--- src/rtl/ctt_pkg.sv ---
// shared types, constants and field positions for the capacitive touch timer
package ctt_pkg;

    localparam int TOTAL_WIDTH_DEF = 28;

    localparam int CFG_IDX_W  = 2;
    localparam int CFG_DATA_W = 24;

    typedef enum logic [CFG_IDX_W-1:0] {
        CFG_TIMEOUT  = 2'd0,
        CFG_AUTOCAL  = 2'd1,
        CFG_DISCHRG  = 2'd2
    } t_cfg_idx;

    localparam logic [23:0] TIMEOUT_RST = 24'd620000;
    localparam logic [15:0] AUTOCAL_RST = 16'd20000;
    localparam logic [15:0] DISCHRG_RST = 16'd160;

    localparam logic [31:0] BASE_INIT_VALUE = 32'h0FFF_FFFF;
    localparam logic [16:0] MS_MAX          = 17'h1_FFFF;

    localparam int READING_W = 28;

    // input tdata: sample_count, rx_level, ms_tick; tuser: action
    localparam int S_TDATA_W  = 16;
    localparam int S_COUNT_LO = 0;
    localparam int S_RX_BIT   = 8;
    localparam int S_MS_BIT   = 9;

    // output tdata: send_level, rx_drive_enable, rx_drive_level, done_res, status, reading
    localparam int M_TDATA_W   = 40;
    localparam int M_SEND_BIT  = 0;
    localparam int M_DREN_BIT  = 1;
    localparam int M_DRLV_BIT  = 2;
    localparam int M_DONE_BIT  = 3;
    localparam int M_STAT_BIT  = 4;
    localparam int M_READ_LO   = 5;
    localparam int M_READ_HI   = M_READ_LO + READING_W - 1;

    typedef enum logic [2:0] {
        PH_IDLE   = 3'd0,
        PH_DISCH  = 3'd1,
        PH_CHARGE = 3'd2,
        PH_PULSE  = 3'd3,
        PH_HIGH   = 3'd4
    } t_phase;

    typedef struct packed {
        logic                 send_level;
        logic                 rx_drive_enable;
        logic                 rx_drive_level;
        logic                 done_res;
        logic                 status;
        logic [READING_W-1:0] reading;
    } t_result;

endpackage

--- src/rtl/ctt_out_reg.sv ---
// result register between the sequencer and the output stream
module ctt_out_reg (
    input  logic             i_clk,
    input  logic             i_rst_n,
    input  logic             i_load,
    input  ctt_pkg::t_result i_result,
    input  logic             i_m_tready,
    output logic             o_valid,
    output ctt_pkg::t_result o_result,
    output logic             o_in_ready
);
    import ctt_pkg::*;

    logic    r_valid;
    t_result r_result;

    // a new item may enter while the held result leaves in the same cycle
    assign o_in_ready = !r_valid || i_m_tready;

    always_ff @(posedge i_clk) begin
        if (!i_rst_n) begin
            r_valid <= 1'b0;
        end else if (o_in_ready) begin
            r_valid <= i_load;
        end
    end

    always_ff @(posedge i_clk) begin
        if (i_load) begin
            r_result <= i_result;
        end
    end

    assign o_valid  = r_valid;
    assign o_result = r_result;

endmodule

--- config.mk ---
export PLATFORM = sky130hd
export DESIGN_NAME = ctt_out_reg
export DESIGN_NICKNAME = d
export VERILOG_FILES = /design/src/rtl/ctt_pkg.sv /design/src/rtl/ctt_out_reg.sv
export SDC_FILE = /design/constraint.sdc
export NUM_CORES = 1
export LEC_CHECK = 0
export BUFFER_PORTS_ARGS = -buffer_cell sky130_fd_sc_hd__buf_2
export CORE_ASPECT_RATIO = 0.75
export CORE_MARGIN = 2
export CORE_UTILIZATION = 39
export CTS_CLUSTER_DIAMETER = 120
export DETAILED_ROUTE_END_ITERATION = 10
export GPL_TIMING_DRIVEN = 0
export PLACE_DENSITY_LB_ADDON = 0.12
export SLEW_MARGIN = 20
export SYNTH_ARGS = -nofsm -noshare
export SYNTH_HDL_FRONTEND = slang
export SYNTH_SLANG_ARGS = --single-unit
--- constraint.sdc ---
create_clock -name i_clk -period 0.8 [get_ports i_clk]
set_clock_uncertainty 0.15 [all_clocks]
set_input_delay 0.12 -clock i_clk [delete_from_list [all_inputs] [get_ports i_clk]]
set_output_delay 0.12 -clock i_clk [all_outputs]
set_load 0.02 [all_outputs]
* After elaboration in Yosys (flattened, before gate mapping)
Cells that the tools add are included.
** Operators by class
- Reduce and logical (&&, ||, !) cells :: 2
** Operator list (count)
- 1-bit logical NOT :: 1
- 1-bit logical OR :: 1
** Storage, ports and cells
- Logic and storage cells :: 9
- Output and inout port bits :: 35
- Input bits :: 37
- Bits in registers :: 34

* Longest topological paths before layout
Gate-level depths: netlist of run 1.
- Word-level depth :: 2
- Gate-level depth with buffers :: 2
- Depth with buffers taken out :: 2

* Worst setup path after synthesis of run 1
Ideal clock, no wire load.
- Path type :: reg-to-reg
- Start point :: register r_valid, in the netlist o_valid
- End point :: register r_valid, in the netlist o_valid
- Setup slack :: -124 ps
- Period minus slack after synthesis :: 924 ps
- Buffers on the path :: 0
- Required time :: 584 ps
- Data arrival time :: 708 ps
- Setup time :: 66 ps
- Stages on the path, launching flop included :: 3
- Cells stage by stage :: dfxtp_1 > nand2b_4 > a21boi_2
** Between the ends
- Longest elaborated chain between the ends :: 2
** Ends and longest elaborated chain
- start: declaration :: line ctt_out_reg.sv:14 : logic r_valid;
- start signal: assignment :: line ctt_out_reg.sv:24 : r_valid <= i_load;
- 1-bit logical NOT :: line ctt_out_reg.sv:18 : assign o_in_ready = !r_valid || i_m_tready;
- 1-bit logical OR :: line ctt_out_reg.sv:18
- named net o_in_ready :: line ctt_out_reg.sv:10 : output logic o_in_ready
The timed path passes the listed nets, and every way through them passes these cells.
A chain may end at the register's enable or synchronous reset.

* Worst setup path in the final report of run 1
- Start point :: register r_result (netlist bit o_result[25])
- End point :: output o_result[25] (netlist name)
** RTL lines
- start: declaration :: line ctt_out_reg.sv:15 : t_result r_result;
- start signal: assignment :: line ctt_out_reg.sv:30 : r_result <= i_result;
- end: declaration :: line ctt_out_reg.sv:9 : output ctt_pkg::t_result o_result,
No word-level cell between the ends.

==> flow_summary.ini, run 1 <==
[worst_hold_path]
hold-path-cell-count = 1
worstHoldEndpoint = o_result[30]
hold_path_startpoint = i_result[30]
timing.hold.worst.class = in -> reg

[power_and_ir_drop]
switch_share_pct = 23.8
share_clk_of_total_power_pct = 23.7
combPwrFrac_pct = 15.9
pwr-share-seq_pct = 60.4
max-vdd-ir-drop_v = 0.000999
cell_internal_pwr_uw = 2720
p_leak_uw = 0.000748
power.switching_uw = 851
p_per_area_mw_per_mm2 = 2060

[yosys]
synthDominantAreaCellType = edfxtp_1
netlist_top_cells_area = edfxtp_1, dfxtp_1, nand2b_4
ys_ff_latch = 34
synth_seq_area_share_pct = 97.2
synth.yosys.warnings = 0
syn_area_per_cell_um2 = 28.1
mappedNetlistNets = 74
post_syn_instances = 37
yosysUniqueCellTypes = 5
netlist_area_mm2 = 0.00104
yosys.area.top_type_share_pct = 95.3

[routing]
post_drt_wl_per_cell_um = 12.1
drt_iter0_drc = 15
wirelength_um = 1970
vias = 659
drt-pass1-iter-count = 2
route.antenna.remaining_nets = 0
drcViolationCount = 0
route.detailed.vias_per_inst = 4.04

[timing]
clock.fmax_mhz = 859
final.setup.worst_slack_ns = -0.364
slew_viol_final = 0
grt_setup_unrepaired = true
min_period_ns = 1.16
period_share_pct = 145
hold_violations = 24
tightestPinTransition_ns = 0.409
holdWs_ns = -0.185
max-slew-margin-rel_pct = 72.8
setup_tns_ns = -11.68
setup_violations = 46

[clock_tree]
insertion_delay_ns = 0.32
numClockSinks = 34
h-tree-depth = 2
clockRootBuffer = clkbuf_4
clk_pin_slew_ns = 0.10
cts-buffers-inserted = 5
clk_path_buf_depth = 2
cts_tree = done

[placement]
place_congestion = 0.751
placement.cell_area_mm2 = 0.00144
hpwl_um = 1280
place.port_buffers = 71

[floorplanning]
die_width_um = 63.6
fp.dieH_um = 48.7
floorplan.io_pins = 72
core-area_mm2 = 0.00256
initial_core_util_pct = 40.6
design.die.area_mm2 = 0.00310
fp-row-count = 16

[run]
max_cap_viol_count = 0

[worst_setup_path]
worstRegToRegCells = 3
cp_slowest_stage_delay_ns = 0.42
cpLargestDelayFamily = flip-flops
crit_path_start_kind = flip-flop
crit_type = reg -> out
critPathArrivalTime_ns = 0.89
r2r_end = o_valid
worst-path-max-fanout = 1
cpMaxStageDelayCell = edfxtp_1
r2r-start = o_valid
cp_cell_sequence = buf_6
timing.critical_path.to_type = output port
critical_path.n_buffers_inverters = 1
r2r_setup_slack_ns = -0.07
cp_data_required_time_ns = 0.53

[cells_and_area]
drive_above_1_share_pct = 63.8
num-nets-final = 163
finish.instance_area_mm2 = 0.00173
area.growth.synth_to_final_pct = 66.7
antennaDiodeCount = 0

[global_route]
antenna_found_initial = 0
grt_first_pass_wirelength_um = 2810
grt.total_usage_pct = 12.8
grt_overflow_total = 0
first_global_vias = 608
grt_max_degree = 35

[outcome]
violations = negative hold slack, negative setup slack
status = finished with violations
## registers in the layout (all words and copies together) (netlist names)
signal / count
o_result: 33
o_valid: 1
## layout by cell type, fill, tap and decap left out
master / count
buf_6: 21
inv_1: 1
clkinv_1: 1
clkinv_2: 1
buf_2: 50
dfxtp_4: 1
dlygate4sd3_1: 10
clkbuf_4: 5
nand2b_4: 1
a21boi_2: 1
buf_4: 1
edfxtp_1: 33
clkbuf_1: 1
## power groups by stage
stage / registers [uW] / logic (uW) / clock network (uW)
final: 2160 / 569 / 844
after global routing: 2170 / 594 / 948
after floorplan: 2370 / 13.1 / 0
after detailed placement: 2180 / 439 / 0
after CTS: 2140 / 457 / 896
after global placement: 2170 / 435 / 0
## cell families after synthesis
| logic type | share of synthesized area (%) |
|---|---|
| buffers and inverters | 0.361 |
| AOI/OAI and AO/OA | 1.08 |
| DFF | 97.2 |
| and+or+nand+nor | 1.32 |
## layout make-up
cell class	instances	area, um^2
well taps	36	45.0
inverters	1	3.75
repair buffers	82	594
flip-flops and latches	34	1010
clock inverters	2	8.76
clock buffers	6	41.3
fillers	199	830
multi-input cells	2	25.0
## Yosys cell counts
| master | number |
|---|---|
| edfxtp_1 | 33 |
| a21boi_2 | 1 |
| dfxtp_1 | 1 |
| inv_1 | 1 |
| nand2b_4 | 1 |
## what timing repair did
item,4_1_cts,5_1_grt
setup buffers,0,1
hold endpoints to repair,34,34
gates cloned,0,0
pin swaps,0,1
gates resized for setup,9,33
setup endpoints to repair,69,36
## through the flow
| step | std cells | util [%] | worst slack [ns] | power (uW) |
|---|---|---|---|---|
| after global placement | 144 | 56.3 | -0.404 | 2610 |
| final | 163 | 67.6 | -0.364 | 3570 |
| after detailed placement | 144 | 56.3 | -0.436 | 2620 |
| after floorplan | 37 | - | 0.0147 | 2380 |
| after global routing | 163 | 67.6 | -0.397 | 3710 |
| after CTS | 152 | 59.4 | -0.366 | 3490 |
## worst max-delay path by stage
stage	from	end	slack [ns]	cells after the start
2_1_floorplan	o_valid	o_valid	0.01	2
3_3_place_gp	i_load	o_result[23]	-0.40	1
3_5_place_dp	i_load	o_result[2]	-0.44	1
4_1_cts	o_result[28]	o_result[28]	-0.37	1
5_1_grt	o_result[32]	o_result[32]	-0.40	1
6_report	o_result[25]	o_result[25]	-0.36	1
## routing by layer
metal	global-route usage [%]	share of wire (%)	vias to the layer above	wire length, um
li1	-	-	323	-
met1	13.1	38	295	747
met2	21.1	52	38	1030
met3	6.98	8.6	3	170
met4	6.52	0.96	0	19
met5	0	0	-	0
(Power assumes the default switching activity.)
==> inputs of run 2 (changes only) <==
--- a/config.mk
+++ b/config.mk
@@ -13,6 +13,7 @@
 export DETAILED_ROUTE_END_ITERATION = 10
 export GPL_TIMING_DRIVEN = 0
 export PLACE_DENSITY_LB_ADDON = 0.12
+export RECOVER_POWER = 100
 export SLEW_MARGIN = 20
 export SYNTH_ARGS = -nofsm -noshare
 export SYNTH_HDL_FRONTEND = slang
==> flow_summary.ini, run 2 (synthesized netlist as in run 1, its figures left out) <==
[outcome]
status = finished with violations
violations = negative hold slack, negative setup slack

[worst_setup_path]
cp_cell_sequence = buf_6
cp_slowest_stage_delay_ns = 0.43
crit_path_start_kind = flip-flop
cp_data_required_time_ns = 0.53
r2r-start = o_valid
worst-path-max-fanout = 1
cpLargestDelayFamily = flip-flops
critical_path.n_buffers_inverters = 1
cp-startpoint = o_result[25]
crit_type = reg -> out
cpMaxStageDelayCell = edfxtp_1
timing.critical_path.to_type = output port
critPathArrivalTime_ns = 0.90

[placement]
place_congestion = 0.751
placed_cells = 144
placement.cell_area_mm2 = 0.00144
hpwl_um = 1280
dp_worst_setup_slack_ns = -0.436
place.port_buffers = 71

[timing]
min_period_ns = 1.17
final.setup.worst_slack_ns = -0.369
grt_setup_unrepaired = true
clock.fmax_mhz = 856
period_share_pct = 146
tightestPinTransition_ns = 0.446
setup_violations = 46
max-slew-margin-rel_pct = 70.2
holdWs_ns = -0.185
slew_viol_final = 0
hold_violations = 24

[clock_tree]
insertion_delay_ns = 0.32
cts_tree = done
clk_pin_slew_ns = 0.10
numClockSinks = 34
clockRootBuffer = clkbuf_4
h-tree-depth = 2
clk_path_buf_depth = 2
cts-buffers-inserted = 5

[cells_and_area]
layout.cells.most_common = buf_2
flip_flop_count_of_the_largest_register_after_layout = 33
finish.instance_area_mm2 = 0.00173
antennaDiodeCount = 0
area.growth.synth_to_final_pct = 66.7
leading_cell_types_in_the_layout_fill_and_taps_excluded = buf_2, edfxtp_1, buf_6
drive_above_1_share_pct = 63.8
final_cell_count_no_fill = 163
num-nets-final = 163

[routing]
met2_length_um = 1050
met3_wirelength_um = 170
route.layer.met1.wl_um = 769
post_drt_wl_per_cell_um = 12.3
vias = 673
top_layer_used = met4
drcViolationCount = 0
route.antenna.remaining_nets = 0
drt_iter0_drc = 6
route.detailed.vias_per_inst = 4.13
wirelength_um = 2010
drt-pass1-iter-count = 4

[power_and_ir_drop]
power_uw = 3570
p_per_area_mw_per_mm2 = 2060
max-vdd-ir-drop_v = 0.00100
p_leak_uw = 0.000748

[run]
max_cap_viol_count = 0

[global_route]
grt_max_degree = 35
grt.total_usage_pct = 12.8
grt_first_pass_wirelength_um = 2810
first_global_vias = 608
grt_overflow_total = 0
antenna_found_initial = 0

[floorplanning]
core-area_mm2 = 0.00256
die_width_um = 63.6
floorplan.io_pins = 72
fp.dieH_um = 48.7
fp-row-count = 16
design.die.area_mm2 = 0.00310
initial_core_util_pct = 40.6

[worst_hold_path]
timing.hold.worst.class = in -> reg
hold_path_startpoint = i_result[21]
## run 2: power by group
| part | leakage [uW] | switching, uW | internal [uW] |
|---|---|---|---|
| combinational | 0.000386 | 288 | 282 |
| sequential | 0.000332 | 50.3 | 2110 |
| clock | 0.0000297 | 515 | 330 |
## run 2: what timing repair did
| item | in CTS | in global routing |
|---|---|---|
| gates resized for setup | 9 | 33 |
| cloned | 0 | 0 |
| pin swaps | 0 | 1 |
| hold endpoints to repair | 34 | 34 |
| buffers inserted | 0 | 1 |
| setup endpoints to repair | 69 | 36 |
## run 2: cell type report
class / count / area (um^2)
Inverter: 1 / 3.75
Tap cell: 36 / 45.0
Clock inverter: 2 / 8.76
Clock buffer: 6 / 41.3
Multi-Input combinational cell: 2 / 25.0
Sequential cell: 34 / 1010
Timing Repair Buffer: 82 / 594
Fill cell: 199 / 830
## run 2: final timing paths
path	end	slack, ns	depth (start not counted)
min reg2reg	o_valid	0.45	3
min	o_result[21]	-0.19	1
max	o_result[25]	-0.37	1
max reg2reg	o_valid	-0.07	3
## run 2: metal layers
layer	vias to the layer above	GRT usage [%]
li1	323	-
met1	309	13.1
met2	38	21.1
met3	3	6.98
met4	0	6.52
met5	-	0
## run 2: stage by stage
stage	util [%]	setup TNS, ns
4_1_cts	59.4	-11.91
5_1_grt	67.6	-13.15
2_1_floorplan	-	0
3_3_place_gp	56.3	-13.70
3_5_place_dp	56.3	-14.77
6_report	67.6	-11.68
