**config.mk**
```make
export PLATFORM = sky130hd
export DESIGN_NAME = ctt_fsm
export DESIGN_NICKNAME = d
export VERILOG_FILES = /design/src/rtl/ctt_pkg.sv /design/src/rtl/ctt_fsm.sv
export SDC_FILE = /design/constraint.sdc
export NUM_CORES = 1
export LEC_CHECK = 0
export BUFFER_PORTS_ARGS = -buffer_cell sky130_fd_sc_hd__buf_2
export CAP_MARGIN = 10
export CORE_ASPECT_RATIO = 1.2
export CORE_MARGIN = 2
export CORE_UTILIZATION = 35
export CTS_BUF_LIST = sky130_fd_sc_hd__clkbuf_8
export CTS_CLUSTER_SIZE = 30
export DETAILED_ROUTE_END_ITERATION = 8
export GPL_TIMING_DRIVEN = 0
export HOLD_SLACK_MARGIN = 0.06
export PLACE_DENSITY_LB_ADDON = 0.3
export SETUP_SLACK_MARGIN = 0.2
export SLEW_MARGIN = 10
export SYNTH_ARGS = -nofsm -noshare
export SYNTH_HDL_FRONTEND = slang
export SYNTH_SLANG_ARGS = --single-unit
```
**constraint.sdc**
```tcl
create_clock -name i_clk -period 16.7 [get_ports i_clk]
set_input_delay 3.34 -clock i_clk [delete_from_list [all_inputs] [get_ports i_clk]]
set_output_delay 3.34 -clock i_clk [all_outputs]
set_load 0.05 [all_outputs]
```
**src/rtl/ctt_pkg.sv**
```systemverilog
// shared types, constants and field positions for the capacitive touch timer
package ctt_pkg;

    localparam int TOTAL_WIDTH_DEF = 28;

    localparam int CFG_IDX_W  = 2;
    localparam int CFG_DATA_W = 24;

    typedef enum logic [CFG_IDX_W-1:0] {
        CFG_TIMEOUT  = 2'd0,
        CFG_AUTOCAL  = 2'd1,
        CFG_DISCHRG  = 2'd2
    } t_cfg_idx;

    localparam logic [23:0] TIMEOUT_RST = 24'd620000;
    localparam logic [15:0] AUTOCAL_RST = 16'd20000;
    localparam logic [15:0] DISCHRG_RST = 16'd160;

    localparam logic [31:0] BASE_INIT_VALUE = 32'h0FFF_FFFF;
    localparam logic [16:0] MS_MAX          = 17'h1_FFFF;

    localparam int READING_W = 28;

    // input tdata: sample_count, rx_level, ms_tick; tuser: action
    localparam int S_TDATA_W  = 16;
    localparam int S_COUNT_LO = 0;
    localparam int S_RX_BIT   = 8;
    localparam int S_MS_BIT   = 9;

    // output tdata: send_level, rx_drive_enable, rx_drive_level, done_res, status, reading
    localparam int M_TDATA_W   = 40;
    localparam int M_SEND_BIT  = 0;
    localparam int M_DREN_BIT  = 1;
    localparam int M_DRLV_BIT  = 2;
    localparam int M_DONE_BIT  = 3;
    localparam int M_STAT_BIT  = 4;
    localparam int M_READ_LO   = 5;
    localparam int M_READ_HI   = M_READ_LO + READING_W - 1;

    typedef enum logic [2:0] {
        PH_IDLE   = 3'd0,
        PH_DISCH  = 3'd1,
        PH_CHARGE = 3'd2,
        PH_PULSE  = 3'd3,
        PH_HIGH   = 3'd4
    } t_phase;

    typedef struct packed {
        logic                 send_level;
        logic                 rx_drive_enable;
        logic                 rx_drive_level;
        logic                 done_res;
        logic                 status;
        logic [READING_W-1:0] reading;
    } t_result;

endpackage

```
**src/rtl/ctt_fsm.sv**
```systemverilog
// measurement sequencer: phases, tick total, baseline tracking and config registers
module ctt_fsm #(
    parameter int TOTAL_WIDTH = ctt_pkg::TOTAL_WIDTH_DEF
) (
    input  logic                             i_clk,
    input  logic                             i_rst_n,
    input  logic                             i_cfg_we,
    input  logic [ctt_pkg::CFG_IDX_W-1:0]    i_cfg_idx,
    input  logic [ctt_pkg::CFG_DATA_W-1:0]   i_cfg_data,
    input  logic                             i_accept,
    input  logic                             i_action,
    input  logic [7:0]                       i_sample_count,
    input  logic                             i_rx_level,
    input  logic                             i_ms_tick,
    input  logic [TOTAL_WIDTH-1:0]           i_win_lo,
    input  logic [TOTAL_WIDTH:0]             i_win_hi,
    output logic [TOTAL_WIDTH-1:0]           o_baseline,
    output ctt_pkg::t_result                 o_result
);
    import ctt_pkg::*;

    localparam int W = TOTAL_WIDTH;
    localparam logic [W-1:0] BASE_INIT = BASE_INIT_VALUE[W-1:0];

    logic [23:0] r_timeout;
    logic [15:0] r_autocal;
    logic [15:0] r_dischrg;

    t_phase       r_phase, n_phase;
    logic [W-1:0] r_total, n_total;
    logic [W-1:0] r_baseline, n_baseline;
    logic [7:0]   r_samples, n_samples;
    logic [15:0]  r_timer, n_timer;
    logic [16:0]  r_ms, n_ms;

    logic         ev_done;
    logic         ev_timeout;
    logic [W-1:0] w_reading;

    logic [W-1:0] w_total_inc;
    logic         w_hit_cur;
    logic         w_hit_inc;
    logic [15:0]  w_timer_inc;

    assign w_total_inc = r_total + W'(1);
    assign w_timer_inc = r_timer + 16'd1;
    assign w_hit_cur = ({24'b0, r_total} >= {{W{1'b0}}, r_timeout}) || (&r_total);
    assign w_hit_inc = ({24'b0, w_total_inc} >= {{W{1'b0}}, r_timeout}) || (&w_total_inc);

    always_ff @(posedge i_clk) begin
        if (!i_rst_n) begin
            r_timeout <= TIMEOUT_RST;
            r_autocal <= AUTOCAL_RST;
            r_dischrg <= DISCHRG_RST;
        end else if (i_cfg_we) begin
            case (i_cfg_idx)
                CFG_TIMEOUT: r_timeout <= i_cfg_data;
                CFG_AUTOCAL: r_autocal <= i_cfg_data[15:0];
                CFG_DISCHRG: r_dischrg <= i_cfg_data[15:0];
                default: ;
            endcase
        end
    end

    always_ff @(posedge i_clk) begin
        if (!i_rst_n) begin
            r_phase    <= PH_IDLE;
            r_total    <= '0;
            r_baseline <= BASE_INIT;
            r_samples  <= '0;
            r_timer    <= '0;
            r_ms       <= '0;
        end else if (i_accept) begin
            r_phase    <= n_phase;
            r_total    <= n_total;
            r_baseline <= n_baseline;
            r_samples  <= n_samples;
            r_timer    <= n_timer;
            r_ms       <= n_ms;
        end
    end

    // next state
    always_comb begin
        logic [W-1:0] base_cand;
        logic         recal;
        n_phase    = r_phase;
        n_total    = r_total;
        n_baseline = r_baseline;
        n_samples  = r_samples;
        n_timer    = r_timer;
        n_ms       = (i_ms_tick && (r_ms != MS_MAX)) ? r_ms + 17'd1 : r_ms;
        ev_done    = 1'b0;
        ev_timeout = 1'b0;
        w_reading  = '0;
        base_cand  = r_baseline;
        recal      = 1'b0;
        case (r_phase)
            PH_IDLE: begin
                if (i_action) begin
                    n_total = '0;
                    if (i_sample_count == 8'd0) begin
                        ev_done = 1'b1;
                    end else begin
                        n_samples = i_sample_count;
                        n_timer   = '0;
                        n_phase   = PH_DISCH;
                    end
                end
            end
            PH_DISCH: begin
                n_timer = w_timer_inc;
                // a discharge time of zero behaves as one tick
                if (w_timer_inc >= r_dischrg || w_timer_inc == 16'd0) begin
                    n_phase = PH_CHARGE;
                end
            end
            PH_CHARGE: begin
                if (w_hit_cur) begin
                    ev_done = 1'b1; ev_timeout = 1'b1; n_phase = PH_IDLE;
                end else if (!i_rx_level) begin
                    n_total = w_total_inc;
                    if (w_hit_inc) begin
                        ev_done = 1'b1; ev_timeout = 1'b1; n_phase = PH_IDLE;
                    end
                end else begin
                    n_phase = PH_PULSE;
                end
            end
            PH_PULSE: begin
                n_phase = PH_HIGH;
            end
            PH_HIGH: begin
                if (w_hit_cur) begin
                    ev_done = 1'b1; ev_timeout = 1'b1; n_phase = PH_IDLE;
                end else if (i_rx_level) begin
                    n_total = w_total_inc;
                    if (w_hit_inc) begin
                        ev_done = 1'b1; ev_timeout = 1'b1; n_phase = PH_IDLE;
                    end
                end else begin
                    n_samples = r_samples - 8'd1;
                    if (r_samples == 8'd1) begin
                        ev_done = 1'b1;
                        n_phase = PH_IDLE;
                        // |total - baseline| < baseline/10 as an open window around baseline
                        recal = (n_ms > {1'b0, r_autocal}) && (r_total > i_win_lo)
                                && ({1'b0, r_total} < i_win_hi);
                        if (recal) begin
                            n_ms      = '0;
                            base_cand = BASE_INIT;
                        end
                        n_baseline = (r_total < base_cand) ? r_total : base_cand;
                        w_reading  = r_total - n_baseline;
                    end else begin
                        n_timer = '0;
                        n_phase = PH_DISCH;
                    end
                end
            end
            default: begin
                n_phase = PH_IDLE;
            end
        endcase
    end

    // outputs: pin levels follow the phase in force after this item
    always_comb begin
        logic [W+READING_W-1:0] read_ext;
        read_ext                 = {{READING_W{1'b0}}, w_reading};
        o_result.send_level      = (n_phase == PH_CHARGE);
        o_result.rx_drive_enable = n_phase inside {PH_DISCH, PH_PULSE};
        o_result.rx_drive_level  = (n_phase == PH_PULSE);
        o_result.done_res        = ev_done;
        o_result.status          = ev_timeout;
        o_result.reading         = read_ext[READING_W-1:0];
    end

    assign o_baseline = r_baseline;

endmodule

```
# Word level (Yosys, flattened, before mapping)
# Index checks and enable logic that the tools add are counted.
# word_totals
ff_bits,156
output_inout_bits,61
# classes
add_sub_neg,5
order_cmp,7
n_eq_ne,19
n_mux,55
n_bitwise,2
reduce_logical,23
# op_table
operator,n
28-bit two-way mux,15
17-bit two-way mux,6
28-bit case mux with 3 select lines,1
16-bit two-way mux,5
28-bit by 24-bit >= comparator with 1-bit output,2
28-bit AND reduction,2
16-bit case mux with 3 select lines,1
8-bit two-way mux,4
28-bit by 29-bit less-than comparator with 1-bit output,1
"28-bit by 1-bit adder with 28-bit output, second input constant",1
28-bit greater-than comparator,1
28-bit less-than comparator,1
28-bit subtractor,1
3-bit two-way mux,8
"17-bit by 1-bit adder with 17-bit output, second input constant",1
17-bit by 16-bit greater-than comparator with 1-bit output,1
"17-bit inequality test, second input constant",1
"16-bit by 1-bit adder with 16-bit output, second input constant",1
16-bit >= comparator,1
16-bit zero test,1
"2-bit inequality test, second input constant",8
8-bit case mux with 2 select lines,1
3-bit case mux with 5 select lines,1
7-bit AND reduction,2
21 further kinds,44

# Logic depth before layout (Yosys ltp)
# depth
depth_word,18
mapped_depth,57
mapped_depth_nobuf,50

# Worst setup path after synthesis
# Ideal clock, no wire load.
# synth_path
path_kind,input-to-output
startpoint,in i_ms_tick
endpoint,out o_result[26] (netlist name)
t_arrival_ns,12.780
required_time_ns,13.360
path_slack_ns,0.580
path_stages,51
n_path_buf,9
cell_sequence,nand2b_1 nor2_1 and3_1 and3_1 and3_1 nand3_1 nor2_1 xor2_1 ha_1 nand3_1 nor4_1 a2bb2oi_1 o211ai_1 a211oi_2 and2_1 buf_4 buf_6 buf_4 [... 15 more ...] buf_4 buf_2 o21ai_0 fa_1 buf_2 nor2_1 o32ai_1 a31oi_1 maj3_1 o21ai_0 o221ai_1 a21oi_1 nand3b_1 a211oi_1 or3_4 a31oi_1 or3_1 a21oi_1
# synth_rtl
element,line,rtl
from (decl),ctt_fsm.sv:14,"input logic i_ms_tick,"
to (decl),ctt_fsm.sv:18,output ctt_pkg::t_result o_result

==> impl_metrics.toml <==
[layout]
seq_area_mm2 = 0.003123
nets = 2373
final_common_cell = "nand2_1"
fin_util_pct = 41.18
area_growth_syn_to_layout_pct = 16.61
drive_above_1_share_pct = 14.07
n_fill_cell = 4188
n_antenna_cell = 0
layout_common_cells = "279 x nand2_1, 172 x ha_1, 160 x buf_2"
finish.instance_area_mm2 = 0.01632
multi_input_area_mm2 = 0.01020
fin_cells = 2644

[worst_setup_path]
cp-start-kind = "input pin"
critPathSlowestCell = "a211oi_4"
cp_max_fo = 10
worstSetupEndpointType = "primary output"
required_ps = 13360
cp.arrival_ps = 12820
slowest_delay_ps = 350
critical_path_class = "input pin to primary output"

[power]
total_power_mw = 0.7900
p_per_area_mw_per_mm2 = 48.40
vdd_drop_max_mv = 0.04715
power.leakage_nw = 7.307

[sta]
setup_slack_ps = 541.8
hold_viol_final = 0
clock_skew_ps = 17.21
fmax_mhz = 61.89
fin_crit_ps = 16160
final.setup.tns_ps = 0
rsz0062_at_grt = "no"
min_period_over_period_pct = 96.76
worst_pin_slew_ps = 1349
drv_slew = 0
whs_ps = 458.8
finalSetupViolations = 0
max_slew_margin_pct = 9.239

[placement]
dp_hpwl_um = 39360
dpl_worst_slack_ps = -2296
dpl_cell_area_mm2 = 0.01545
portBuffers = 156
place_inst = 2598
globalplace.congestion = 0.9557

[outcome]
status = "complete, no violations"

[yosys]
async_flop_share_pct = 0
synth_cell_type_count = 91
syn-num-nets = 2182
synth-seq-cells = 156
synth_xor_area_share_pct = 5.819
ys_seq_area_share_pct = 22.31
synth_top_family_by_area = "compound AO/OA/AOI/OAI gates"
syn_inst = 1909
yosys.area_share.simple_pct = 23.74
synth_edf_count = 0
synthMuxAreaShare_pct = 0.5184
netlist_area_mm2 = 0.01400
synthAdderAreaFrac_pct = 16.48
synth-compound-area-share_pct = 24.22
ys_warn_count = 0
syn-mean-instance-area_um2 = 7.333
yosys_most_used_dff = "dfxtp_1"

[floorplan]
die_x_um = 186.6
start_util_pct = 35.32
fp.dieH_um = 223.1
dieArea_mm2 = 0.04162
rows = 80
ios = 159
core-area_mm2 = 0.03964

[routing]
first_pass_iters = 5
first_iter_violations = 1130
wl_um = 50140
vias = 14635
drc = 0
routed_via_density = 5.535
ant_nets = 0
avgRoutedWirePerCell_um = 18.96

[clock_tree]
postCtsHoldBufs = 0
cts_buffers = 17
max-clock-path-buffers = 2
htree_levels = 4
cts_tree = "built"
clkTransAtPathRegs_ps = 90
cts_root_buf = "clkbuf_8"
clkLatencyLatePin_ps = 490
numClockSinks = 156

[grt]
overflow = 0
grt_pass1_wl_um = 77890
grt_usage_pct = 23.70
grt_max_degree = 17
antenna_found_initial = 0
grt_pass1_vias = 14302

[flow_run]
max-cap-violations = 0

[worst_hold_path]
hold_path.class = "flop to flop"
==> state kept, by name, indices dropped and copies added (netlist names) <==
name and cells:
r_autocal 16, r_dischrg 16, r_phase 3, r_timer 16, r_total 28, r_timeout 24
o_baseline 28, r_samples 8, r_ms 17
==> cell type report <==
cell class                      count  area share (%)
Timing Repair Buffer              172           5.603
Inverter                          143           3.288
Clock buffer                       18           1.518
Sequential cell                   156           19.13
Clock inverter                     12          0.7665
Multi-Input combinational cell   1509           62.49
Buffer                            101           3.112
Tap cell                          533           4.086
==> logic make-up after synthesis <==
logic type	after synthesis
flops	156
compound gates	519
fa+ha+maj	186
buf+inv	244
mux	7
simple gates	704
xor+xnor	93
==> synthesized netlist by cell type (4+ instances only) <==
master	n	area share, %
a31oi_1	20	0.89
a221oi_1	4	0.25
nor3b_1	5	0.27
o21ai_0	79	2.8
o211ai_1	34	1.8
o31ai_1	5	0.27
a21boi_0	46	2.5
a22oi_1	6	0.32
xor2_1	32	2.0
a21o_1	49	2.6
o21a_1	14	0.75
a211oi_1	17	0.91
xnor2_1	61	3.8
nor2b_1	17	0.76
and2_1	19	0.85
dfxtp_1	156	22
maj3_1	11	0.79
a211o_1	8	0.50
a21oi_1	154	5.5
clkbuf_1	76	2.0
ha_1	174	16
and3_1	26	1.2
mux2i_1	5	0.36
o21ai_1	5	0.18
inv_1	141	3.8
nand2_1	280	7.5
nor4_1	14	0.63
buf_4	5	0.27
o22ai_1	27	1.2
nor2_1	124	3.3
nand4_1	31	1.4
buf_1	4	0.11
nand2b_1	24	1.1
nand4b_1	7	0.44
buf_2	14	0.50
nor3_1	33	1.2
nand3b_1	9	0.48
or3_1	9	0.40
nand3_1	85	3.0
==> report_power, final <==
group          switching (mW)  internal, mW  total (mW)
logic                  0.0728        0.0377       0.110
registers             0.00476         0.379       0.384
clock network           0.161         0.134       0.296
==> layer usage <==
metal	track usage, %	vias to the layer above	share of wire [%]
met5	0	-	0
met4	9.652	0	3.8
met3	3.178	89	5.2
met2	42.72	472	49
met1	28.29	6930	42
li1	-	7144	-
==> final timing paths <==
kind / startpoint / end / slack [ps] / cells after the start
worst max-delay path: i_ms_tick / o_result[25] / 540 / 53
worst min-delay path: r_timeout[4] / r_timeout[4] / 460 / 2
worst max register to register: r_ms[0] / o_baseline[18] / 8370 / 44
worst min register to register: r_timeout[4] / r_timeout[4] / 460 / 2
==> what timing repair did <==
item | 4_1_cts | 5_1_grt
gates cloned | 0 | 0
resized for setup | 47 | 41
buffers inserted | 7 | 9
setup endpoints to repair | 26 | 17
pin swaps | 9 | 19
==> worst max-delay path: cells and delay by family <==
family,cells,cell delay [ps]
AOI/OAI and AO/OA,23,4330
buffers and inverters,10,1760
xor gates and xnor gates,1,220
adders and majority gates,3,770
and+or+nand+nor,15,2120
muxes,1,240
Power figures use the tool's default switching activity.
