<file path="config.mk">
export PLATFORM = sky130hd
export DESIGN_NAME = ctt_cal_window
export DESIGN_NICKNAME = d
export VERILOG_FILES = /design/src/rtl/ctt_pkg.sv /design/src/rtl/ctt_cal_window.sv
export SDC_FILE = /design/constraint.sdc
export NUM_CORES = 1
export LEC_CHECK = 0
export ABC_AREA = 1
export BUFFER_PORTS_ARGS = -buffer_cell sky130_fd_sc_hd__buf_2
export CAP_MARGIN = 5
export CORE_ASPECT_RATIO = 0.75
export CORE_UTILIZATION = 63
export DETAILED_ROUTE_END_ITERATION = 8
export GPL_TIMING_DRIVEN = 0
export PLACE_DENSITY = 0.81
export SLEW_MARGIN = 5
export SYNTH_ARGS = -nofsm -noshare
export SYNTH_HDL_FRONTEND = slang
export SYNTH_SLANG_ARGS = --single-unit
</file>
<file path="constraint.sdc">
create_clock -name i_clk -period 17.72 [get_ports i_clk]
set_input_delay 3.544 -clock i_clk [delete_from_list [all_inputs] [get_ports i_clk]]
set_output_delay 3.544 -clock i_clk [all_outputs]
set_load 0.02 [all_outputs]
</file>
<file path="src/rtl/ctt_pkg.sv">
// shared types, constants and field positions for the capacitive touch timer
package ctt_pkg;

    localparam int TOTAL_WIDTH_DEF = 28;

    localparam int CFG_IDX_W  = 2;
    localparam int CFG_DATA_W = 24;

    typedef enum logic [CFG_IDX_W-1:0] {
        CFG_TIMEOUT  = 2'd0,
        CFG_AUTOCAL  = 2'd1,
        CFG_DISCHRG  = 2'd2
    } t_cfg_idx;

    localparam logic [23:0] TIMEOUT_RST = 24'd620000;
    localparam logic [15:0] AUTOCAL_RST = 16'd20000;
    localparam logic [15:0] DISCHRG_RST = 16'd160;

    localparam logic [31:0] BASE_INIT_VALUE = 32'h0FFF_FFFF;
    localparam logic [16:0] MS_MAX          = 17'h1_FFFF;

    localparam int READING_W = 28;

    // input tdata: sample_count, rx_level, ms_tick; tuser: action
    localparam int S_TDATA_W  = 16;
    localparam int S_COUNT_LO = 0;
    localparam int S_RX_BIT   = 8;
    localparam int S_MS_BIT   = 9;

    // output tdata: send_level, rx_drive_enable, rx_drive_level, done_res, status, reading
    localparam int M_TDATA_W   = 40;
    localparam int M_SEND_BIT  = 0;
    localparam int M_DREN_BIT  = 1;
    localparam int M_DRLV_BIT  = 2;
    localparam int M_DONE_BIT  = 3;
    localparam int M_STAT_BIT  = 4;
    localparam int M_READ_LO   = 5;
    localparam int M_READ_HI   = M_READ_LO + READING_W - 1;

    typedef enum logic [2:0] {
        PH_IDLE   = 3'd0,
        PH_DISCH  = 3'd1,
        PH_CHARGE = 3'd2,
        PH_PULSE  = 3'd3,
        PH_HIGH   = 3'd4
    } t_phase;

    typedef struct packed {
        logic                 send_level;
        logic                 rx_drive_enable;
        logic                 rx_drive_level;
        logic                 done_res;
        logic                 status;
        logic [READING_W-1:0] reading;
    } t_result;

endpackage

</file>
<file path="src/rtl/ctt_cal_window.sv">
// baseline recalibration window: floor(baseline/10) by reciprocal, then low and high bounds
module ctt_cal_window #(
    parameter int TOTAL_WIDTH = ctt_pkg::TOTAL_WIDTH_DEF
) (
    input  logic                   i_clk,
    input  logic [TOTAL_WIDTH-1:0] i_baseline,
    output logic [TOTAL_WIDTH-1:0] o_win_lo,
    output logic [TOTAL_WIDTH:0]   o_win_hi
);
    import ctt_pkg::*;

    localparam int W = TOTAL_WIDTH;
    localparam int SHIFT = W + 4;
    // ceil(2^SHIFT / 10); error stays below 1/16 of one step for any W-bit value
    localparam logic [W:0] RECIP = (W + 1)'(((64'd1 << SHIFT) + 64'd9) / 64'd10);

    logic [2*W:0] r_prod;
    logic [2*W:0] n_prod;
    logic [W-1:0] r_base_d;
    logic [W-1:0] w_div10;
    logic [W-1:0] r_win_lo;
    logic [W:0]   r_win_hi;

    assign n_prod  = (2*W + 1)'(i_baseline) * (2*W + 1)'(RECIP);
    assign w_div10 = {3'b000, r_prod[2*W:SHIFT]};

    // free running: a finish is always several items after the last baseline change
    always_ff @(posedge i_clk) begin
        r_prod   <= n_prod;
        r_base_d <= i_baseline;
        r_win_lo <= r_base_d - w_div10;
        r_win_hi <= {1'b0, r_base_d} + {1'b0, w_div10};
    end

    assign o_win_lo = r_win_lo;
    assign o_win_hi = r_win_hi;

endmodule

</file>
; ---- After elaboration in Yosys (flattened, before gate mapping)
; Index checks and enable logic that the tools add are counted.
[totals]
elab_cells = 7
inputBits = 29
ff_bits = 141
output_inout_bits = 57
[op_classes]
n_addsub = 2
multipliers = 1
[op_table]
columns = cell, count
row1 = "28-bit by 28-bit multiplier with 56-bit output, second input constant", 1
row2 = 28-bit by 25-bit adder with 29-bit output, 1
row3 = 28-bit by 25-bit subtractor with 28-bit output, 1

; ---- Logic depth before layout (Yosys ltp)
; Gate-level depths: netlist (run 1).
[depth]
depth_word = 1
ltp_mapped = 28

; ---- Least setup slack after synthesis (run 1)
; No wires, ideal clock.
[synth_path]
kind = input -> register
start = in i_baseline[18]
end = reg r_prod[55]
t_arrival_ns = 8.311
setup_slack_ns = 9.297
required_ns = 17.608
cell_stages = 24
cell_sequence = ha_1 -> inv_1 -> fa_1 -> inv_1 -> fa_1 -> inv_1 -> fa_1 -> inv_1 -> fa_1 -> fa_1 -> inv_1 -> fa_1 -> inv_1 -> ha_1 -> a21oi_1 -> inv_1 -> a21oi_1 -> nand2_1 -> nand2_1 -> nand2_1 -> a21oi_1 -> nand2_1 -> nand2_1 -> nand2_1
[synth_via]
elab_chain_cells = 1
[synth_rtl]
columns = item, line_no
row1 = start: declaration, ctt_cal_window.sv:6  ; input logic [TOTAL_WIDTH-1:0] i_baseline,
row2 = 28-bit by 28-bit multiplier with 56-bit output, ctt_cal_window.sv:24  ; assign n_prod = (2*W + 1)'(i_baseline) * (2*W + 1)'(RECIP);
row3 = net n_prod[55], ctt_cal_window.sv:18  ; logic [2*W:0] n_prod;
row4 = end signal: assignment, ctt_cal_window.sv:29  ; r_prod <= n_prod;
row5 = end: declaration, ctt_cal_window.sv:17  ; logic [2*W:0] r_prod;
; The timed path passes the listed nets, and every way through them passes these cells.

; ---- Final worst setup path (run 1)
[layout_path]
start = in i_baseline[14]
end = reg r_prod[35]
; The elaborated chain is that of the path after synthesis.

==> flow_summary.yaml, run 1 <==
yosys:
  syn_nets: 3237
  syn_area_um2: 20420
  syn_inst: 2577
  synth.most_common_cell: "inv_1"
  syn_avg_cell_area_um2: 7.922
  synth-seq-cells: 109
  netlist.area_leader.share_pct: 29.61
  ys.flop_type: "dfxtp_1"
  synth_cell_type_count: 40
  synthArstFlopShare_pct: 0
  synth_area_leaders: "fa_1, ha_1, inv_1"
  yosysWarnings: 0
  yosysSeqAreaShare_pct: 10.69
  synth_commonest_cells: "inv_1, nand2_1, ha_1, fa_1, nor2_1"
  synth-edff-count: 0
  synth_largest_area_cell: "fa_1"
hold_path:
  hp-class: "reg -> reg"
  whs_path_depth: 2
  hold_end: "o_win_hi[27]"
  hp-start: "r_base_d[27]"
cells_and_area:
  areaGrowthSynthToFinish_pct: 6.233
  layout-drive-gt1-share_pct: 6.497
  fin_nets: 3333
  n_antenna_cell: 0
  fill_cells: 2629
floorplan:
  die_height_um: 157.9
  start_util_pct: 64.61
  die_x_um: 209.9
  coreArea_um2: 31600
  io_pins: 86
  die_area_um2: 33140
  fp-row-count: 56
clocking:
  root_buffer: "clkbuf_16"
  worstSkewPairLatency_ps: 360
  cts_max_level: 3
  cts.clk_slew.worst_paths_ps: 80
  cts_buffer_depth: 2
  postCtsSetupRepairBufs: 0
  cts_resized: 0
  hold_buffers: 0
  cts.sinks: 109
  numCtsBuffers: 9
  cts_tree: "done"
flow_run:
  drv_cap: 0
routing:
  wl_per_cell_um: 20.35
  drt-initial-drc-count: 1882
  firstDrtPassIters: 6
  antenna_left: 0
  routed_via_density: 5.597
  vias: 17430
  drt-total-wl_um: 63350
  drc_errors: 0
sta:
  tightestPinTransition_ps: 951.8
  finalSetupTns_ps: 0
  fin_crit_ps: 9761
  grt_setup_unrepaired: "false"
  period_share_pct: 55.08
  drv_slew: 0
  setup_violations: 0
  skew_ps: 14.35
  max_slew_margin_pct: 36.33
  fmax_mhz: 102.4
  hold_violations: 0
placed_design:
  hpwlAfterDp_um: 55940
  port_buffers: 85
  place_congestion: 1.088
worst_setup_path:
  rrSetupSlack_ps: 15350
  path_delay_family: "adder cells"
  end_kind: "flip-flop"
  path_common_cell: "inv_1"
  crit_arrival_ps: 9990
  cp-start-kind: "input port"
  timing.rr.end: "o_win_lo[27]"
  crit_buf_inv: 9
  slowest_stage: "nor3_1"
  cp_max_fo: 6
  rr_worst_depth: 10
  max_stage_delay_ps: 590
  r2r-start: "r_prod[45]"
  critical_path_class: "in -> reg"
  cp_cell_sequence: "buf_2, ha_1, inv_1, fa_1, inv_1, fa_1, fa_1, inv_1, fa_1, inv_1, fa_1, inv_1, fa_1, inv_1, ha_1, nand2_1, inv_1, nand2_1, nor3_1, nand2_1, inv_1, nand2_1, nand2_1, xor2_1"
  required_ps: 17950
global_routing:
  grtUsageTotal_pct: 40.06
  grt_pass1_wl_um: 97600
  antenna_found_initial: 0
  grt_max_degree: 21
  grt_overflow: 0
  grt_pass1_vias: 17290
run_status:
  status: "complete, no violations"
-- worst min-delay path: stages (launching register included) --
cell and delay, ps:
dfxtp_1 330, nand2_1 60, nand2_1 40
-- flip-flops by register name, indices dropped and copies added (netlist names) --
signal	count
r_prod	25
o_win_lo	27
r_base_d	28
o_win_hi	29
-- placed cells by master (no fill, tap or decap), types with 2 or more instances in the layout --
cell       Yosys  layout
buf_4          8       8
a21oi_2        9       9
inv_8          0       2
or2_2          3       3
ha_1         329     329
inv_1        766     766
o21ai_1        5       5
nor3_2         4       4
o211ai_1       5       5
o21ai_0       66      66
nor2_2        10      10
xor2_1        56      56
buf_6          3       3
clkbuf_16      0       9
a21oi_1      119     119
a21o_1        10      10
o21bai_1      14      14
o21a_1         4       4
nor3_1        22      22
xnor2_1        6       6
nand3_1       74      74
fa_1         302     302
nor4_1         4       4
nand2_1      408     408
a21boi_0       3       3
nor2_1       163     163
nand4_1       34      34
buf_2          4      89
o21ai_2        5       5
nor4_2         3       3
inv_2         10      10
nand3_2        2       2
dfxtp_1      109     109
clkbuf_2       2       2
nand2_2        8       8
-- logic make-up (layout without fill, tap and decap cells) --
kind of cell    Yosys count  count (layout)  share of synthesized area (%)
xor+xnor                 62              62                          2.660
simple gates            738             738                          15.24
buf+inv                 793             894                          14.87
compound gates          244             244                          6.766
fa+ha+maj               631             631                          49.78
flops                   109             109                          10.69
-- per-layer routing --
| layer | GRT usage (%) | vias up | part of all wire [%] |
|---|---|---|---|
| met5 | 0 | - | 0 |
| li1 | - | 7931 | - |
| met1 | 54.22 | 8335 | 41 |
| met2 | 61.07 | 1019 | 42 |
| met4 | 14.91 | 0 | 4.0 |
| met3 | 11.64 | 140 | 13 |
-- layout make-up --
cell class	count	area [um^2]	area share (%)
buffer	17	123.9	0.5711
clock buffer	10	239.0	1.102
clock inverter	6	63.81	0.2942
inverter	776	2913	13.43
multi-input combinational	1675	15200	70.07
sequential	109	2182	10.06
tap	435	544.3	2.510
timing repair buffer	85	425.4	1.961
-- how the worst max path moves through the flow --
| stage | cells after the start | start | slack, ps | endpoint |
|---|---|---|---|---|
| 2_1_floorplan | 24 | i_baseline[18] | 9300 | r_prod[55] |
| 3_3_place_gp | 24 | i_baseline[14] | 7920 | r_prod[47] |
| 3_5_place_dp | 24 | i_baseline[14] | 7860 | r_prod[35] |
| 4_1_cts | 24 | i_baseline[14] | 8230 | r_prod[35] |
| 5_1_grt | 25 | i_baseline[14] | 7840 | r_prod[47] |
| 6_report | 24 | i_baseline[14] | 7960 | r_prod[35] |
-- per-stage QoR --
step	utilization (%)	cells	hold slack [ps]	worst slack, ps	cell area, um^2
2_1_floorplan	-	2577	438.1	9297	20420
3_3_place_gp	67.68	3097	457.8	7923	21390
3_5_place_dp	67.68	3097	458.9	7865	21390
4_1_cts	68.63	3113	471.5	8227	21690
5_1_grt	68.63	3113	512.5	7839	21690
6_report	68.63	3113	468.2	7959	21690
Power of run 1 is left out: the tool's default activity adds up to more than one toggle a clock period on the data nets, which glitch-free logic cannot reach.
==> inputs of run 2 (changes only) <==
Settings changed: ABC_AREA 1 to 0.
Clock period 17.72 ns to 9.15 ns, I/O delays scaled along.
==> run 2 against run 1 <==
Against the previous run: cell area is 10% lower; non-clock buffer count grew 5; worst hold slack gained 76 ps; sequential cell count is the same; clock skew is 2.7 ps lower; die area down 11%; first-iteration DRC count is 47% lower; largest cell class unchanged.
==> flow_summary.yaml, run 2 <==
run_status:
  status: "complete, no violations"
floorplan:
  fp-row-count: 53
  die_height_um: 149.1
  start_util_pct: 64.53
  coreArea_um2: 28180
  io_pins: 86
  die_area_um2: 29560
  die_x_um: 198.2
hold_path:
  hold_end: "o_win_hi[0]"
  hp-start: "r_base_d[0]"
  whs_path_depth: 3
  hp-class: "reg -> reg"
placed_design:
  placed_cells: 2374
  place_congestion: 0.9953
  port_buffers: 85
  hpwlAfterDp_um: 40180
routing:
  antenna_left: 0
  drt-initial-drc-count: 1004
  drc_errors: 0
  wl_met2_um: 19660
  drt-total-wl_um: 45700
  vias: 13210
  top_layer_used: "met5"
  firstDrtPassIters: 5
  wl_met3_um: 5503
  wl_met1_um: 19790
  wl_per_cell_um: 19.12
  routed_via_density: 5.527
clocking:
  postCtsSetupRepairBufs: 0
  cts_buffer_depth: 2
  cts_tree: "done"
  cts.clk_slew.worst_paths_ps: 80
  cts_resized: 0
  cts.sinks: 109
  hold_buffers: 0
  numCtsBuffers: 9
  worstSkewPairLatency_ps: 360
  root_buffer: "clkbuf_16"
  cts_max_level: 3
sta:
  skew_ps: 11.64
  max_slew_margin_pct: 27.32
  finalSetupTns_ps: 0
  hold_violations: 0
  drv_slew: 0
  fmax_mhz: 111.9
  fin_crit_ps: 8941
  tightestPinTransition_ps: 1082
  period_share_pct: 97.71
  grt_setup_unrepaired: "false"
  setup_violations: 0
cells_and_area:
  n_antenna_cell: 0
  mostFrequentLayoutCells: "inv_1, ha_1, fa_1"
  layout-drive-gt1-share_pct: 6.633
  seqCellArea_um2: 2182
  multi_input_area_um2: 13600
  areaGrowthSynthToFinish_pct: 6.790
  stdcell_count: 2390
  fill_cells: 2177
  fin_nets: 2660
  mostFrequentLayoutCell: "inv_1"
  largest_register_ffs: 29
global_routing:
  grtUsageTotal_pct: 32.94
  grt_overflow: 0
  grt_max_degree: 22
  grt_pass1_wl_um: 72410
  grt_pass1_vias: 13630
  antenna_found_initial: 1
yosys:
  syn_avg_cell_area_um2: 9.552
  syn_inst: 1904
  ys.flop_type: "dfxtp_1"
  synth-seq-cells: 109
  netlist.area_leader.share_pct: 33.24
  synth_commonest_cells: "inv_1, ha_1, fa_1, dfxtp_1, a21oi_1"
  synth-edff-count: 0
  syn_area_um2: 18190
  synth_largest_area_cell: "fa_1"
  yosysWarnings: 0
  yosysSeqAreaShare_pct: 12.00
  synth.most_common_cell: "inv_1"
  synth_cell_type_count: 72
  syn_nets: 2564
  synth_area_leaders: "fa_1, ha_1, inv_1"
  synthArstFlopShare_pct: 0
worst_setup_path:
  critical_path_class: "in -> reg"
  timing.rr.end: "o_win_hi[27]"
  end_kind: "flip-flop"
  rrSetupSlack_ps: 6090
  r2r-start: "r_prod[34]"
  rr_worst_depth: 11
  crit_arrival_ps: 9190
  cp-start-kind: "input port"
  cp_max_fo: 6
  required_ps: 9390
flow_run:
  drv_cap: 0
[run 2: cell count changes in the layout (fill, tap and decap cells not counted), sizes merged, moves of 45 or more]
cell	previous run	this run
xnor2	6	51
inv	779	616
nor2	173	55
a21oi	128	78
nand3	76	24
nand2	416	31
[run 2: area by class of cell]
cell class              count  share of cell area (%)
flip-flops and latches    109                   11.24
repair buffers             85                   2.190
multi-input cells        1158                   70.00
inverters                 615                   11.89
plain buffers              22                  0.5154
clock inverters             7                  0.5283
clock buffers               9                   1.160
well taps                 385                   2.480
[run 2: cells by family after synthesis]
logic type	count (synthesis)	synth area share, %
AND/OR/NAND/NOR	205	5.752
flip-flops	109	12.00
XOR/XNOR	76	3.660
multiplexers	1	0.05504
buffers and inverters	637	13.24
AO/OA/AOI/OAI	245	9.412
adder cells (fa/ha/maj)	631	55.88
[run 2: critical path, cell delays in order]
cell,delay [ps]
buf_2,190
ha_1,570
inv_1,200
fa_1,550
inv_1,60
fa_1,510
inv_1,60
fa_1,530
inv_1,70
fa_1,540
fa_1,510
inv_1,50
fa_1,480
inv_1,40
ha_1,300
a21o_1,190
a21o_1,180
o21ai_0,220
a21oi_1,300
nor3_1,910
o31ai_1,370
mux2i_1,190
a211oi_1,330
[run 2: how the worst max path moves through the flow]
stage,slack (ps),from,depth (start not counted),endpoint
after floorplan,1650,i_baseline[19],23,r_prod[52]
after global placement,240,i_baseline[17],23,r_prod[42]
after detailed placement,100,i_baseline[17],23,r_prod[42]
after CTS,430,i_baseline[17],23,r_prod[42]
after global routing,40,i_baseline[23],22,r_prod[42]
final,210,i_baseline[17],23,r_prod[42]
[run 2: per-stage QoR]
| stage | hold WS, ps | cell area, um^2 | utilization [%] | setup slack, ps |
|---|---|---|---|---|
| after floorplan | 473.0 | 18190 | - | 1654 |
| after global placement | 526.6 | 19090 | 67.75 | 242.1 |
| after detailed placement | 528.1 | 19090 | 67.75 | 95.20 |
| after CTS | 550.6 | 19420 | 68.91 | 433.3 |
| after global routing | 581.6 | 19420 | 68.91 | 42.71 |
| final | 544.6 | 19420 | 68.91 | 209.5 |
[run 2: per-layer routing]
metal  up-vias  global-route usage [%]
li1       6083                       -
met3        77                   10.81
met2       577                   49.60
met4         2                   6.822
met5         -                       0
met1      6470                   46.37
Power of run 2 is left out for the same reason.
